$ cat src/sv/shape_table_pixel_coverage_top_macros.svh
// Assertion helpers shared by the RTL files.
`ifndef SHAPE_TABLE_PIXEL_COVERAGE_TOP_MACROS_SVH
`define SHAPE_TABLE_PIXEL_COVERAGE_TOP_MACROS_SVH
`ifndef SYNTHESIS
// Checks a property at every rising clock edge outside reset.
`define STPC_ASSERT(label, clk, rst_n, prop, msg) \
    label: assert property (@(posedge clk) disable iff (!rst_n) prop) else $error(msg);
// Checks that a condition never holds outside reset.
`define STPC_ASSERT_NEVER(label, clk, rst_n, cond, msg) \
    label: assert property (@(posedge clk) disable iff (!rst_n) !(cond)) else $error(msg);
`else
`define STPC_ASSERT(label, clk, rst_n, prop, msg)
`define STPC_ASSERT_NEVER(label, clk, rst_n, cond, msg)
`endif
`endif

$ cat src/sv/stpc_ram.sv
`timescale 1ns / 1ps

module stpc_ram #(
    parameter int WIDTH = 8,
    parameter int DEPTH = 64,
    parameter int AW    = (DEPTH > 1) ? $clog2(DEPTH) : 1
) (
    input  logic             i_clk,
    input  logic             i_we,
    input  logic [AW-1:0]    i_waddr,
    input  logic [WIDTH-1:0] i_wdata,
    input  logic             i_re,
    input  logic [AW-1:0]    i_raddr,
    output logic [WIDTH-1:0] o_rdata
);

    logic [WIDTH-1:0] r_mem [DEPTH];
    logic [WIDTH-1:0] r_rdata;

    always_ff @(posedge i_clk) begin
        if (i_we) begin
            r_mem[i_waddr] <= i_wdata;
        end
        if (i_re) begin
            r_rdata <= r_mem[i_raddr];
        end
    end

    assign o_rdata = r_rdata;

endmodule

$ cat config.mk
export PLATFORM = sky130hd
export DESIGN_NAME = stpc_ram
export DESIGN_NICKNAME = d
export VERILOG_FILES = /design/src/sv/shape_table_pixel_coverage_top_macros.svh /design/src/sv/stpc_ram.sv
export SDC_FILE = /design/constraint.sdc
export NUM_CORES = 1
export LEC_CHECK = 0
export ABC_CLOCK_PERIOD_IN_PS = 2100
export BUFFER_PORTS_ARGS = -buffer_cell sky130_fd_sc_hd__buf_2
export CAP_MARGIN = 20
export CORE_MARGIN = 4
export CORE_UTILIZATION = 40
export CTS_CLUSTER_SIZE = 14
export DETAILED_ROUTE_END_ITERATION = 8
export GPL_TIMING_DRIVEN = 0
export PLACE_DENSITY_LB_ADDON = 0.05
export SETUP_SLACK_MARGIN = 0.15
export SYNTH_ARGS = -nofsm -noshare
export SYNTH_HDL_FRONTEND = slang
export SYNTH_SLANG_ARGS = --single-unit
$ cat constraint.sdc
create_clock -name i_clk -period 2.1 [get_ports i_clk]
set_input_delay 0.105 -clock i_clk [delete_from_list [all_inputs] [get_ports i_clk]]
set_output_delay 0.105 -clock i_clk [all_outputs]
set_load 0.05 [all_outputs]
# Word level (Yosys, flattened, before mapping)
# Memory sizes are Yosys's and may differ from the RTL's. A register that Yosys moved wholly into a read port is not among the register bits.
# Index checks and enable logic that the tools add are counted.
# word_totals
ram_bits	512
ff_bits	0
n_memories	1
input_bits	23
out_inout_bits	8
elab_cells	3
latch_bits	0
mem_bits_ro	0
# op_classes
mul	0
shift	0
n_div	0
muxes	2
order_cmp	0
add_sub_neg	0
n_bitwise	0
n_eq_ne	0
n_reduce_logical	0
# memory_table
memory	depth	width	rd	rd_ports_with_merged_regs	write_ports	line_no	text
r_mem	64	8	1	1	1	stpc_ram.sv:17	logic [WIDTH-1:0] r_mem [DEPTH];
# ops
op	count
1-bit 2-to-1 mux	2

# Longest topological paths before layout
# depth
depth_word	2
mapped_depth	9
depth_no_buf	5

# Worst setup path before layout
# Ideal clock, no wire load.
# synth_path
path_kind	input to register
start	input i_raddr[1]
end	register r_rdata[3], in the netlist o_rdata[3] (read register of r_mem), data pin
path_stages	7
setup_time_ps	266
t_required_ps	1834
arrival_time_ps	1645
path_buffers	3
setup_slack_ps	189
cell_sequence	buf_4 buf_2 buf_2 mux4_2 mux4_2 o21ai_1 o41ai_1
# synth_rtl
item	line_no	text
start: declaration	stpc_ram.sv:13	input logic [AW-1:0] i_raddr,
end: declaration	stpc_ram.sv:18	logic [WIDTH-1:0] r_rdata;

==> flow_summary.toml <==
[timing]
hold_viol = 0
report.final.setup_viol = 1
grt_setup_unrepaired = "true"
layout_setup_ws_ns = -0.00914
timing.final.crit_share_pct = 100
fin_tns_setup_ns = -0.00914
holdWs_ns = 0.0598
fin_crit_ns = 2.11
relSlewSlack_pct = 33.2
drv_slew = 0
fmaxAchievable_ghz = 0.474
tightest_slew_ns = 0.998
worst_clock_skew_ns = 0.0148

[logic_synthesis]
synth_seq_area_share_pct = 77.1
syn-num-nets = 963
synth.avg_cell_area_um2 = 21.5
syn_area_um2 = 20200
synthFlopType = "edfxtp_1"
netlist_instances = 940
ys_warn_count = 0
synth-seq-cells = 520
synth_cell_types = 39
async_flop_share_pct = 0
synth_edf_count = 520

[drt]
drtIter0Drc = 1211
first_pass_iters = 5
drc = 0
vias_per_cell = 5.57
drtAntennaViolNets = 0
routed_wl_um = 53600
routedWlPerCell_um = 30.6
vias = 9735

[power_and_ir_drop]
power.total_mw = 22.3
p_leak_nw = 7.23
p_per_area_nw_per_um2 = 955
seq_power_share_pct = 51.8
switching_share_pct = 21.4
p_int_mw = 17.5
power_frac_clock_pct = 42.3
p_switching_mw = 4.77
ir_worst_vdd_uv = 523
p_comb_share_pct = 5.9

[global_route]
grt_usage_pct = 20.2
grt_pass1_vias = 9925
grt_max_degree = 65
overflow = 0
grt_pass1_wl_um = 76200
antenna_found_initial = 3

[clocking]
path_clk_slew_ns = 0.06
clock_path_buffers = 3
cts_tree = "built"
clock_sinks = 520
clk-insertion-delay-late_ns = 0.60
cts_buffers = 55
post-cts-setup-buffers = 0
cts-root-buf = "clkbuf_16"
htreeDepth = 2

[setup_path]
cp_data_required_time_ns = 2.42
path_max_fanout = 1
crit_arrival_ns = 2.43
r2r_setup_slack_ns = -0.009
cp_num_buf_inv = 0
slowest_delay_ns = 0.57
slowest_stage = "mux4_2"
rr_worst_depth = 5
cp-start-kind = "flop"
crit_cells = 5
cp_common_cell = "mux4_2"
worstSetupPathType = "reg -> reg"
crit_path_end_kind = "flop"
cpLargestDelayFamily = "multiplexers"
path_cells = "mux4_2, mux4_2, nor2_2, nor3_2, o2bb2ai_2"

[cells_and_area]
fin_cells = 1749
area_growth_pct = 15.2
final_nets = 1057
multi_input_area_um2 = 4460
layout-drive-gt1-share_pct = 28.5
final_cell_mix = "edfxtp_1 (520), mux4_2 (126), nor2_1 (72)"
final_common_cell = "edfxtp_1"
seq_area_um2 = 15600
fillers = 4260

[placement]
dp.cells = 1644
dp_hpwl_um = 35600
portBuffers = 22
gp_congestion = 0.877

[floorplan]
rows = 82
die_w_um = 233
die_h_um = 233
coreArea_um2 = 50100
ios = 31
dieArea_um2 = 54300
start_util_pct = 40.4

[hold_path]
hold_depth = 1
hold_path_class = "in -> reg"

[outcome]
violations = "setup timing"
status = "complete, but fails checks"

[run]
cap_violations = 0
[worst paths after layout]
| path | start | to |
|---|---|---|
| setup reg to reg | r_mem[3][0] | o_rdata[0] |
| hold reg to reg | r_mem[7][7] | o_rdata[7] |
| hold / removal | i_wdata[5] | r_mem[51][5] |
| setup / recovery | r_mem[3][0] | o_rdata[0] |
[stage by stage]
stage	utilization [%]	worst slack (ns)	area, µm²
floorplan	-	0.189	20200
global placement	42.3	-1.23	21200
detailed placement	42.7	-0.974	21400
CTS	46.4	-0.0276	23200
global route	46.6	-0.0430	23300
finish	46.6	-0.00914	23300
[sequential cells by signal (all words and copies together), names as in the netlist]
signal / count
r_mem: 512
o_rdata: 8
[power groups by stage]
stage	registers [mW]	clock network [mW]	logic, mW
after global routing	11.5	10.1	1.39
after floorplan	11.8	0	0.613
after CTS	11.5	9.62	1.31
final	11.5	9.43	1.31
after detailed placement	11.8	0	1.27
after global placement	11.8	0	1.23
[layout make-up]
| class | instances | share of cell area [%] |
|---|---|---|
| repair buffers | 37 | 1.43 |
| diodes | 1 | 0.0107 |
| flip-flops and latches | 520 | 66.9 |
| well taps | 672 | 3.60 |
| clock buffers | 70 | 6.32 |
| clock inverters | 29 | 1.09 |
| plain buffers | 51 | 1.45 |
| multi-input cells | 369 | 19.1 |
[synth_stat cells (2+ instances only)]
| cell type | number | share of area, % |
|---|---|---|
| edfxtp_1 | 520 | 77 |
| mux4_2 | 126 | 14 |
| nor2_1 | 83 | 1.5 |
| mux2i_1 | 23 | 1.1 |
| nand2_1 | 19 | 0.35 |
| clkbuf_1 | 17 | 0.32 |
| nor2b_1 | 14 | 0.43 |
| buf_4 | 13 | 0.48 |
| mux2_2 | 13 | 0.72 |
| nand3_1 | 13 | 0.32 |
| buf_2 | 11 | 0.27 |
| o221ai_1 | 8 | 0.35 |
| o22ai_1 | 8 | 0.25 |
| nand2b_1 | 7 | 0.22 |
| nor3_1 | 7 | 0.17 |
| a221oi_1 | 6 | 0.26 |
| a211oi_1 | 4 | 0.15 |
| buf_1 | 4 | 0.074 |
| buf_6 | 4 | 0.22 |
| a21oi_1 | 3 | 0.074 |
| a22oi_1 | 3 | 0.11 |
| nand3b_1 | 3 | 0.11 |
| o2111ai_1 | 3 | 0.13 |
| o2bb2ai_1 | 3 | 0.13 |
| a2111oi_0 | 2 | 0.087 |
| buf_12 | 2 | 0.20 |
| nand4_1 | 2 | 0.062 |
| nor4_1 | 2 | 0.062 |
| o21a_1 | 2 | 0.074 |
| o21ai_0 | 2 | 0.049 |
| o21ai_1 | 2 | 0.049 |
| o221a_2 | 2 | 0.11 |
| o32ai_1 | 2 | 0.087 |
| o41ai_1 | 2 | 0.087 |
[layer usage]
layer,track usage [%],part of all wire (%),vias up
met3,3.92,5.7,52
met5,0,0,-
li1,-,-,4142
met2,31.1,47,276
met4,3.72,1.2,0
met1,30.5,46,5265
[cells by family after synthesis]
family / count (synthesis) / share of synthesized area, %
multiplexers: 162 / 15.9
flip-flops: 520 / 77.1
AND/OR/NAND/NOR: 153 / 3.37
buffers and inverters: 51 / 1.56
AO/OA/AOI/OAI: 54 / 2.06
[what timing repair did]
| action | 4_1_cts | 5_1_grt |
|---|---|---|
| pin swaps | 3 | 1 |
| setup endpoints to repair | 8 | 64 |
| gates resized for setup | 25 | 19 |
| hold buffers | 3 | 1 |
| hold endpoints to repair | 26 | 12 |
Power figures use the tool's default switching activity.
