File: config.mk
export PLATFORM = sky130hd
export DESIGN_NAME = stpc_eval
export DESIGN_NICKNAME = d
export VERILOG_FILES = /design/src/sv/stpc_pkg.sv /design/src/sv/stpc_eval.sv
export VERILOG_INCLUDE_DIRS = /design/src /design/src/sv
export SDC_FILE = /design/constraint.sdc
export NUM_CORES = 2
export LEC_CHECK = 0
export BUFFER_PORTS_ARGS = -buffer_cell sky130_fd_sc_hd__buf_2
export CORE_MARGIN = 2
export CORE_UTILIZATION = 55
export DETAILED_ROUTE_END_ITERATION = 10
export PLACE_DENSITY_LB_ADDON = 0.12
export SYNTH_ARGS = -nofsm -noshare
export SYNTH_HDL_FRONTEND = slang
export SYNTH_SLANG_ARGS = --single-unit
File: constraint.sdc
create_clock -name i_clk -period 10.4 [get_ports i_clk]
set_input_delay 2.08 -clock i_clk [delete_from_list [all_inputs] [get_ports i_clk]]
set_output_delay 2.08 -clock i_clk [all_outputs]
set_load 0.005 [all_outputs]
File: src/sv/shape_table_pixel_coverage_top_macros.svh
// Assertion helpers shared by the RTL files.
`ifndef SHAPE_TABLE_PIXEL_COVERAGE_TOP_MACROS_SVH
`define SHAPE_TABLE_PIXEL_COVERAGE_TOP_MACROS_SVH
`ifndef SYNTHESIS
// Checks a property at every rising clock edge outside reset.
`define STPC_ASSERT(label, clk, rst_n, prop, msg) \
    label: assert property (@(posedge clk) disable iff (!rst_n) prop) else $error(msg);
// Checks that a condition never holds outside reset.
`define STPC_ASSERT_NEVER(label, clk, rst_n, cond, msg) \
    label: assert property (@(posedge clk) disable iff (!rst_n) !(cond)) else $error(msg);
`else
`define STPC_ASSERT(label, clk, rst_n, prop, msg)
`define STPC_ASSERT_NEVER(label, clk, rst_n, cond, msg)
`endif
`endif

File: src/sv/stpc_pkg.sv
`timescale 1ns / 1ps

package stpc_pkg;

    // Field widths.
    localparam int POS_W  = 12;
    localparam int SIZE_W = 11;
    localparam int PIX_W  = 10;
    localparam int OP_W   = 3;
    localparam int COLOR_W = 8;

    // Stored entry widths: origin, origin, one or two sizes.
    localparam int SHORT_W = 2 * POS_W + SIZE_W;
    localparam int LONG_W  = 2 * POS_W + 2 * SIZE_W;

    // Shared multiplier geometry.
    localparam int MUL_W  = 2 * POS_W;
    localparam int PROD_W = 2 * MUL_W;
    localparam int RSQ_W  = 2 * SIZE_W;

    localparam int MAX_SHAPES_DEF = 64;

    // Pixels at or beyond this row or column are black.
    localparam int FRAME_WIDTH = 1024;
    localparam int FRAME_CMP_W = 13;

    localparam logic [COLOR_W-1:0] COLOR_MAX = 8'd255;

    // Opcodes.
    localparam logic [OP_W-1:0] OP_ADD_SQU = 3'd0;
    localparam logic [OP_W-1:0] OP_ADD_REC = 3'd1;
    localparam logic [OP_W-1:0] OP_ADD_CIR = 3'd2;
    localparam logic [OP_W-1:0] OP_ADD_ELL = 3'd3;
    localparam logic [OP_W-1:0] OP_QUERY   = 3'd4;

    // Table codes match the low bits of the add opcodes.
    typedef logic [1:0] t_tab;
    localparam t_tab TAB_SQU = 2'd0;
    localparam t_tab TAB_REC = 2'd1;
    localparam t_tab TAB_CIR = 2'd2;
    localparam t_tab TAB_ELL = 2'd3;

    // Status returned by the entry evaluator.
    typedef struct packed {
        logic done;
        logic hit;
    } t_eval_sts;

endpackage

File: src/sv/stpc_eval.sv
`timescale 1ns / 1ps
`include "shape_table_pixel_coverage_top_macros.svh"

module stpc_eval (
    input  logic                                i_clk,
    input  logic                                i_rst_n,
    input  logic                                i_start,
    input  stpc_pkg::t_tab                      i_kind,
    input  logic signed [stpc_pkg::POS_W-1:0]   i_px,
    input  logic signed [stpc_pkg::POS_W-1:0]   i_py,
    input  logic [stpc_pkg::SIZE_W-1:0]         i_sa,
    input  logic [stpc_pkg::SIZE_W-1:0]         i_sb,
    input  logic [stpc_pkg::PIX_W-1:0]          i_row,
    input  logic [stpc_pkg::PIX_W-1:0]          i_col,
    output stpc_pkg::t_eval_sts                 o_sts
);

    import stpc_pkg::*;

    localparam int DW    = POS_W + 1;
    localparam int BOX_W = POS_W + 2;

    // Step codes, named after the product issued in that step.
    localparam logic [2:0] SP_DX  = 3'd0;
    localparam logic [2:0] SP_DY  = 3'd1;
    localparam logic [2:0] SP_RX  = 3'd2;
    localparam logic [2:0] SP_RY  = 3'd3;
    localparam logic [2:0] SP_T1  = 3'd4;
    localparam logic [2:0] SP_T2  = 3'd5;
    localparam logic [2:0] SP_RR  = 3'd6;
    localparam logic [2:0] SP_CMP = 3'd7;

    logic                r_busy;
    logic [2:0]          r_step;
    logic                w_active;
    logic [2:0]          w_step;
    logic [2:0]          w_last;
    logic signed [DW-1:0] w_dx;
    logic signed [DW-1:0] w_dy;
    logic [POS_W-1:0]    w_adx;
    logic [POS_W-1:0]    w_ady;
    logic [MUL_W-1:0]    w_ma;
    logic [MUL_W-1:0]    w_mb;
    logic [PROD_W-1:0]   r_prod;
    logic [MUL_W-1:0]    r_sq_dx;
    logic [MUL_W-1:0]    r_sq_dy;
    logic [RSQ_W-1:0]    r_rx2;
    logic [RSQ_W-1:0]    r_ry2;
    logic [PROD_W-1:0]   r_t1;
    logic [PROD_W-1:0]   r_t2;
    logic [SIZE_W-1:0]   w_h;
    logic signed [BOX_W-1:0] w_px_e;
    logic signed [BOX_W-1:0] w_py_e;
    logic signed [BOX_W-1:0] w_pxw;
    logic signed [BOX_W-1:0] w_pyh;
    logic signed [BOX_W-1:0] w_row_e;
    logic signed [BOX_W-1:0] w_col_e;
    logic                w_box_hit;
    logic                w_cir_hit;
    logic                w_ell_hit;
    logic                w_hit;

    // The first step runs in the start cycle itself, so a box test finishes at once.
    assign w_active = i_start | r_busy;
    assign w_step   = i_start ? SP_DX : r_step;

    always_comb begin
        case (i_kind)
            TAB_ELL: w_last = SP_CMP;
            TAB_CIR: w_last = SP_RY;
            default: w_last = SP_DX;
        endcase
    end

    assign w_dx  = DW'(i_px) - $signed({{(DW - PIX_W){1'b0}}, i_col});
    assign w_dy  = DW'(i_py) - $signed({{(DW - PIX_W){1'b0}}, i_row});
    assign w_adx = w_dx[DW-1] ? POS_W'(-w_dx) : w_dx[POS_W-1:0];
    assign w_ady = w_dy[DW-1] ? POS_W'(-w_dy) : w_dy[POS_W-1:0];

    always_comb begin
        case (w_step)
            SP_DX: begin
                w_ma = MUL_W'(w_adx);
                w_mb = MUL_W'(w_adx);
            end
            SP_DY: begin
                w_ma = MUL_W'(w_ady);
                w_mb = MUL_W'(w_ady);
            end
            SP_RX: begin
                w_ma = MUL_W'(i_sa);
                w_mb = MUL_W'(i_sa);
            end
            SP_RY: begin
                w_ma = MUL_W'(i_sb);
                w_mb = MUL_W'(i_sb);
            end
            SP_T1: begin
                w_ma = r_sq_dx;
                w_mb = r_prod[MUL_W-1:0];
            end
            SP_T2: begin
                w_ma = r_sq_dy;
                w_mb = MUL_W'(r_rx2);
            end
            SP_RR: begin
                w_ma = MUL_W'(r_rx2);
                w_mb = MUL_W'(r_ry2);
            end
            default: begin
                w_ma = '0;
                w_mb = '0;
            end
        endcase
    end

    always_ff @(posedge i_clk) begin
        if (w_active) begin
            r_prod <= w_ma * w_mb;
            case (w_step)
                SP_DY:   r_sq_dx <= r_prod[MUL_W-1:0];
                SP_RX:   r_sq_dy <= r_prod[MUL_W-1:0];
                SP_RY:   r_rx2   <= r_prod[RSQ_W-1:0];
                SP_T1:   r_ry2   <= r_prod[RSQ_W-1:0];
                SP_T2:   r_t1    <= r_prod;
                SP_RR:   r_t2    <= r_prod;
                default: ;
            endcase
        end
    end

    always_ff @(posedge i_clk) begin
        if (!i_rst_n) begin
            r_busy <= 1'b0;
            r_step <= SP_DX;
        end else if (i_start) begin
            r_busy <= (w_step != w_last);
            r_step <= SP_DY;
        end else if (r_busy) begin
            if (w_step == w_last) begin
                r_busy <= 1'b0;
            end else begin
                r_step <= r_step + 3'd1;
            end
        end
    end

    // Box test: both ends of each span count as inside.
    assign w_h     = (i_kind == TAB_SQU) ? i_sa : i_sb;
    assign w_px_e  = BOX_W'(i_px);
    assign w_py_e  = BOX_W'(i_py);
    assign w_pxw   = w_px_e + $signed({{(BOX_W - SIZE_W){1'b0}}, i_sa});
    assign w_pyh   = w_py_e + $signed({{(BOX_W - SIZE_W){1'b0}}, w_h});
    assign w_row_e = $signed({{(BOX_W - PIX_W){1'b0}}, i_row});
    assign w_col_e = $signed({{(BOX_W - PIX_W){1'b0}}, i_col});
    assign w_box_hit = (w_row_e >= w_py_e) && (w_row_e <= w_pyh) &&
                       (w_col_e >= w_px_e) && (w_col_e <= w_pxw);

    // At the circle's last step the product register holds the squared radius.
    assign w_cir_hit = (PROD_W'(r_sq_dx) + PROD_W'(r_sq_dy)) <= r_prod;

    // At the ellipse's last step the product register holds rx^2 * ry^2.
    assign w_ell_hit = (r_rx2 != '0) && (r_ry2 != '0) && ((r_t1 + r_t2) <= r_prod);

    always_comb begin
        case (i_kind)
            TAB_ELL: w_hit = w_ell_hit;
            TAB_CIR: w_hit = w_cir_hit;
            default: w_hit = w_box_hit;
        endcase
    end

    assign o_sts.done = w_active && (w_step == w_last);
    assign o_sts.hit  = w_hit;

    `STPC_ASSERT_NEVER(a_start_while_busy, i_clk, i_rst_n, i_start && r_busy, "eval started while busy")
    `STPC_ASSERT(a_ell_zero_radius, i_clk, i_rst_n, (o_sts.done && o_sts.hit && i_kind == TAB_ELL) |-> (i_sa != '0 && i_sb != '0), "ellipse with zero radius reported a hit")
    `STPC_ASSERT(a_ell_multi_cycle, i_clk, i_rst_n, (o_sts.done && i_kind == TAB_ELL) |-> r_busy, "ellipse test finished in its start cycle")

endmodule

# Word-level counts from Yosys, hierarchy flattened
# Cells that the tools add are included.
[totals] input_bits=71 out_inout_bits=2 regBits=240 word_cells=74
[op_classes] eq_ne=11 n_reduce_logical=20 bitwise=3 n_mul=1 mux=14 n_lt_le_gt_ge=6 n_addsub=9
[op_table] op="24-bit one-hot mux with 7 select lines" n=2
[op_table] op="48-bit adder" n=1
[op_table] op="25-bit by 48-bit <= comparator with 1-bit output" n=1
[op_table] op="48-bit <= comparator" n=1
[op_table] op="24-bit by 24-bit multiplier with 48-bit output" n=1
[op_table] op="22-bit nonzero test" n=2
[op_table] op="12-bit by 12-bit adder with 13-bit output" n=2
[op_table] op="11-bit by 13-bit <= comparator with 1-bit output" n=2
[op_table] op="12-bit by 11-bit subtractor with 13-bit output" n=2
[op_table] op="24-bit by 24-bit adder with 25-bit output" n=1
[op_table] op="11-bit by 12-bit >= comparator with 1-bit output" n=2
[op_table] op="12-bit two-way mux" n=2
[op_table] op="12-bit negator" n=2
[op_table] op="2-bit AND reduction" n=8
[op_table] op="11-bit two-way mux" n=1
[op_table] op="3-bit == test (second input constant)" n=3
[op_table] op="3-bit by 2-bit == test with 1-bit output (second input constant)" n=2
[op_table] op="1-bit logical AND" n=6
[op_table] op="1-bit two-way mux" n=6
[op_table] op="3-bit one-hot mux with 2 select lines" n=1
[op_table] op="2-bit == test (second input constant)" n=2
[op_table] op="3-bit by 1-bit adder with 3-bit output (second input constant)" n=1
[op_table] op="3-bit by 1-bit == test with 1-bit output (second input constant)" n=1
[op_table] op="3-bit == test" n=1
[op_table] op="10 further kinds" n=11

# Logic depth before layout (Yosys ltp)
[logic_depth] word_depth=8 mapped_depth=42 ltp_nobuf=40

# Worst setup path before layout
# Ideal clock, no wire load.
[synth_path] path_type="input-to-reg" from="input port i_px[0] (netlist name)" to="register r_prod[46] (data pin)" setup_slack_ns=-0.767 n_path_buf=3 setup_time_ns=0.261 cell_stages=40 arrival_ns=10.906 path_cell_list="inv_1 > ha_1 > inv_1 > fa_1 > a21oi_1 > o211ai_1 > a31oi_1 > o21ai_1 > o31a_1 > buf_2 > a21oi_2 > xnor2_1 > a221oi_4 > and4_1 > buf_4 > buf_6 > nor2_1 > fa_1 > (+4 left out) > fa_1 > fa_1 > fa_1 > inv_1 > fa_1 > inv_1 > ha_1 > a21oi_1 > nor2b_1 > o21a_1 > a311oi_1 > o31a_1 > o41ai_2 > a21oi_1 > o21ai_1 > a221oi_1 > nor3_1 > a311o_1"
[synth_between] elab_chain_len=5 word_cells_on_any_way=6 cone_classes="add/sub (2); mul (1); mux (3)"
[synth_rtl] item="start, declared" line="stpc_eval.sv:9" source="input logic signed [stpc_pkg::POS_W-1:0] i_px,"
[synth_rtl] item="12-bit by 11-bit subtractor with 13-bit output (*)" line="stpc_eval.sv:75" source="assign w_dx = DW'(i_px) - $signed({{(DW - PIX_W){1'b0}}, i_col});"
[synth_rtl] item="12-bit negator" line="stpc_eval.sv:77" source="assign w_adx = w_dx[DW-1] ? POS_W'(-w_dx) : w_dx[POS_W-1:0];"
[synth_rtl] item="12-bit two-way mux (*)" line="stpc_eval.sv:77"
[synth_rtl] item="24-bit one-hot mux with 7 select lines" line="stpc_eval.sv:81" source="case (w_step)"
[synth_rtl] item="24-bit by 24-bit multiplier with 48-bit output (*)" line="stpc_eval.sv:119" source="r_prod <= w_ma * w_mb;"
[synth_rtl] item="end signal, assigned" line="stpc_eval.sv:119"
[synth_rtl] item="end, declared" line="stpc_eval.sv:44" source="logic [PROD_W-1:0] r_prod;"
# Mark *: on every way between the ends. The rest lies on a longest branch, timed or not.
# A chain may end at the register's enable or synchronous reset.

# Worst setup path after layout
[layout_path] from="input port i_py[0] (netlist name)" to="register r_prod[46] (data pin)"
[layout_between] elab_chain_len=5 word_cells_on_any_way=6 cone_classes="add/sub (2); mul (1); mux (3)"
[layout_rtl] item="start, declared" line="stpc_eval.sv:10" source="input logic signed [stpc_pkg::POS_W-1:0] i_py,"
[layout_rtl] item="12-bit by 11-bit subtractor with 13-bit output (*)" line="stpc_eval.sv:76" source="assign w_dy = DW'(i_py) - $signed({{(DW - PIX_W){1'b0}}, i_row});"
[layout_rtl] item="12-bit negator" line="stpc_eval.sv:78" source="assign w_ady = w_dy[DW-1] ? POS_W'(-w_dy) : w_dy[POS_W-1:0];"
[layout_rtl] item="12-bit two-way mux (*)" line="stpc_eval.sv:78"
[layout_rtl] item="24-bit one-hot mux with 7 select lines" line="stpc_eval.sv:81"
[layout_rtl] item="24-bit by 24-bit multiplier with 48-bit output (*)" line="stpc_eval.sv:119"
# Marked as above.

==> flow_metrics.tcl <==
set metrics [dict create \
    drv.max_cap_violation_count 0 \
    fill_cells 5225 \
    post_route_cells_drive_above_1_share 0.200 \
    crit_cells 41 \
    ys_async_sr_fraction 0 \
    floorplan.initialDensity 0.558 \
    setup_repair_after_global_routing_missed_its_margin "yes" \
    final_min_period_over_clock_period 1.06 \
    violations "negative setup slack" \
    critPathMaxFanout 6 \
    synth_nets 4721 \
    ys_seq_elements 240 \
    fmax_mhz 91.1 \
    outcome "finished, violations left" \
    power.share.combinational 0.823 \
    crit_arrival_ns 11.25 \
    synth.area.top_cells "fa_1 28%, edfxtp_1 20%, ha_1 14%" \
    postSynthCellCount 3779 \
    fp.dieArea_mm2 0.0663 \
    grt_use_total 0.349 \
    period_minus_slack_ns 10.97 \
    detailedRoute.firstIterationViolations 2495 \
    sequential_to_total_area_share_from_yosys_stat 0.203 \
    portBuffers 72 \
    cell_variety_after_synth 91 \
    hp-class "flop to flop" \
    critical_path.n_buffers_inverters 9 \
    core_mm2 0.0633 \
    avgSynthCellArea_um2 9.35 \
    r2r.worst_path.cells 33 \
    detail_route.wirelength_um 115000 \
    cts_inserted_buffers 23 \
    clk_latency_ns 0.53 \
    end_kind "flop" \
    num-nets-final 5186 \
    i_o_pin_total 73 \
    final-hold-violation-count 0 \
    design_power_total_mw 14.8 \
    timing.final.max_slew_violations 0 \
    layout.core_utilization 0.673 \
    final.setup.tns_ns -4.66 \
    finish.instance_area_mm2 0.0426 \
    grt_start_max_net_pins 49 \
    power.density_mw_per_mm2 346 \
    synthesis.yosys.warnings 0 \
    cts.path.max_buffers 3 \
    power_frac_clock 0.062 \
    synthDominantCellAreaShare 0.276 \
    clk_sink_count 240 \
    route.vias.total 29300 \
    critical_path_required_ns 10.67 \
    fp.dieW_um 257 \
    use_met2 0.540 \
    critical_path.startpoint_type "input port" \
    placementRows 92 \
    global_route_track_usage_on_met1 0.473 \
    cts.root.buffer_cell "clkbuf_16" \
    setup_slack_ns -0.575 \
    met3_usage 0.0900 \
    share_seq_of_total_power 0.115 \
    chipHeight_um 257 \
    min_path_cells 0 \
    total_leakage_power_nw 20.1 \
    timing.clock.skew_ns 0.00845 \
    synth_enable_flop_cells 236 \
    detail_route.wl_per_cell_um 22.5 \
    avgViaCountPerCell 5.73 \
    placed_instance_count 5016 \
    internal_power_mw 7.84 \
    finalSetupViolCount 17 \
    critPathTopFamily "adder cells" \
    crit_path_max_incr_delay_ns 0.54 \
    max-vdd-ir-drop_mv 1.45 \
    crit_slowest_cell "fa_1" \
    power.share.switching 0.468 \
    place.detailed.hpwl_um 94000 \
    syn_to_final_growth_pct 20.6 \
    initial_antenna_violation_count 2 \
    grt_pass1_wl_um 175000 \
    route.antenna.remaining_nets 0 \
    top_usage_layer "met2" \
    yosys_most_used_dff "edfxtp_1" \
    postPlaceCellArea_mm2 0.0404 \
    detail_route.drc_violations 0 \
    drt_first_pass_iters 8 \
    clk_transition_reported_paths_ns 0.07 \
    p_sw_mw 6.91 \
    post_syn_area_mm2 0.0353 \
    finalWeightedCongestion 0.993 \
    grt_pass1_vias 29900 \
    cts_max_level 1 \
    tightest_slew_ns 1.09 \
    cts_tree "built" \
    globalRouteOverflowTotal 0 \
    criticalPathCategory "input port to flop" \
    critical-path-top-cell-by-count "fa_1" \
    yosys.area.top_type "fa_1" \
    final_instance_count_excl_fillers 5107 \
    slew-limit-headroom 0.272 \
]
[placed cells by master (no fill, tap or decap), types with 20 or more instances in the layout]
cell and n:
buf_6 20, ha_1 364, a31oi_1 24, fa_1 468
fa_2 20, clkbuf_16 27, nor4_1 21, inv_1 682
o21bai_1 21, nor2_1 149, buf_12 46, a22oi_1 30
a222oi_1 22, o21a_1 30, xnor2_1 92, a21oi_2 27
nor2b_1 28, o21ai_0 78, nor3_1 27, edfxtp_1 236
nand2b_1 36, inv_2 29, nand4_1 31, a21oi_1 210
buf_4 422, a21o_1 70, buf_2 69, nand3_1 35
and2_1 52, xor2_1 45, nand2_1 502
[cell usage after synthesis, types with 5 or more instances]
master / count
nand2_2: 12
a22oi_1: 30
o21a_1: 31
and2_1: 58
clkbuf_1: 100
nand3_1: 36
a31oi_1: 28
nand4_1: 31
nand2b_1: 36
inv_1: 712
or2_2: 11
nand2_1: 515
a211o_1: 5
buf_2: 12
a22o_1: 5
o31a_1: 8
ha_1: 383
o2111ai_1: 5
nor4_1: 26
nor2b_1: 30
xnor2_1: 104
edfxtp_1: 236
a222oi_1: 22
buf_1: 6
o211ai_1: 9
nor3_1: 31
fa_1: 488
and4_1: 8
and3_1: 17
a2111oi_0: 5
nor2_1: 160
o21bai_1: 23
o21ai_1: 7
a21oi_1: 237
a211oi_1: 14
xor2_1: 50
a21o_1: 71
mux2_2: 11
or3_1: 9
o21ai_0: 95
[registers in the layout, indices dropped and copies added, names as in the netlist]
name,count
r_rx2,22
r_sq_dx,24
r_ry2,22
r_sq_dy,24
r_busy,1
r_t2,48
r_t1,48
r_step,3
r_prod,48
[worst paths after layout]
path         startpoint    endpoint  slack (ns)
max             i_py[0]  r_prod[46]       -0.57
min reg2reg  r_prod[31]    r_t1[31]        0.54
max reg2reg   r_step[1]  r_prod[46]        1.71
min          r_prod[31]    r_t1[31]        0.54
[kinds of logic after synthesis]
group,Yosys count,share of synthesized area
AOI/OAI and AO/OA,656,0.121
xor gates and xnor gates,155,0.0386
adders and majority gates,871,0.412
buffers and inverters,837,0.0904
DFF,240,0.203
muxes,15,0.00464
and+or+nand+nor,1005,0.130
[power groups by stage]
stage / clock [mW] / combinational [mW] / sequential [mW]
6_report: 0.921 / 12.1 / 1.70
5_1_grt: 0.958 / 13.4 / 1.70
4_1_cts: 0.930 / 11.3 / 1.69
3_5_place_dp: 0 / 10.6 / 1.71
3_3_place_gp: 0 / 10.5 / 1.71
2_1_floorplan: 0 / 6.30 / 1.62
[per-stage QoR]
stage,setup WS (ns),hold WS [ns]
floorplan,-0.266,0.445
finish,-0.575,0.537
detailed placement,-1.26,0.522
CTS,-0.413,0.533
global placement,-1.16,0.495
global route,-0.871,0.546
[repair_timing]
| action | in CTS | in global routing |
|---|---|---|
| pin swaps | 25 | 79 |
| gates cloned | 3 | 4 |
| setup endpoints to repair | 23 | 28 |
| hold buffers | 0 | 0 |
| resized for setup | 61 | 165 |
| buffers inserted | 19 | 24 |
[layer usage]
metal,part of all wire,wire (um),up-vias
met5,0.00016,18,-
met4,0.047,5360,2
met3,0.11,12700,276
met2,0.44,50400,1295
met1,0.40,46400,14300
li1,-,-,13300
[layout make-up]
cell class                      instances  area (um^2)  area share
Multi-Input combinational cell       2703        26100       0.612
Sequential cell                       240         7170       0.168
Timing Repair Buffer                  564         4830       0.113
Inverter                              712         2690      0.0630
Tap cell                              846         1060      0.0248
Clock buffer                           28          604      0.0142
Clock inverter                         13          201     0.00473
Antenna cell                            1         2.50   0.0000587
Note: power is estimated with default switching activity, not from simulation.
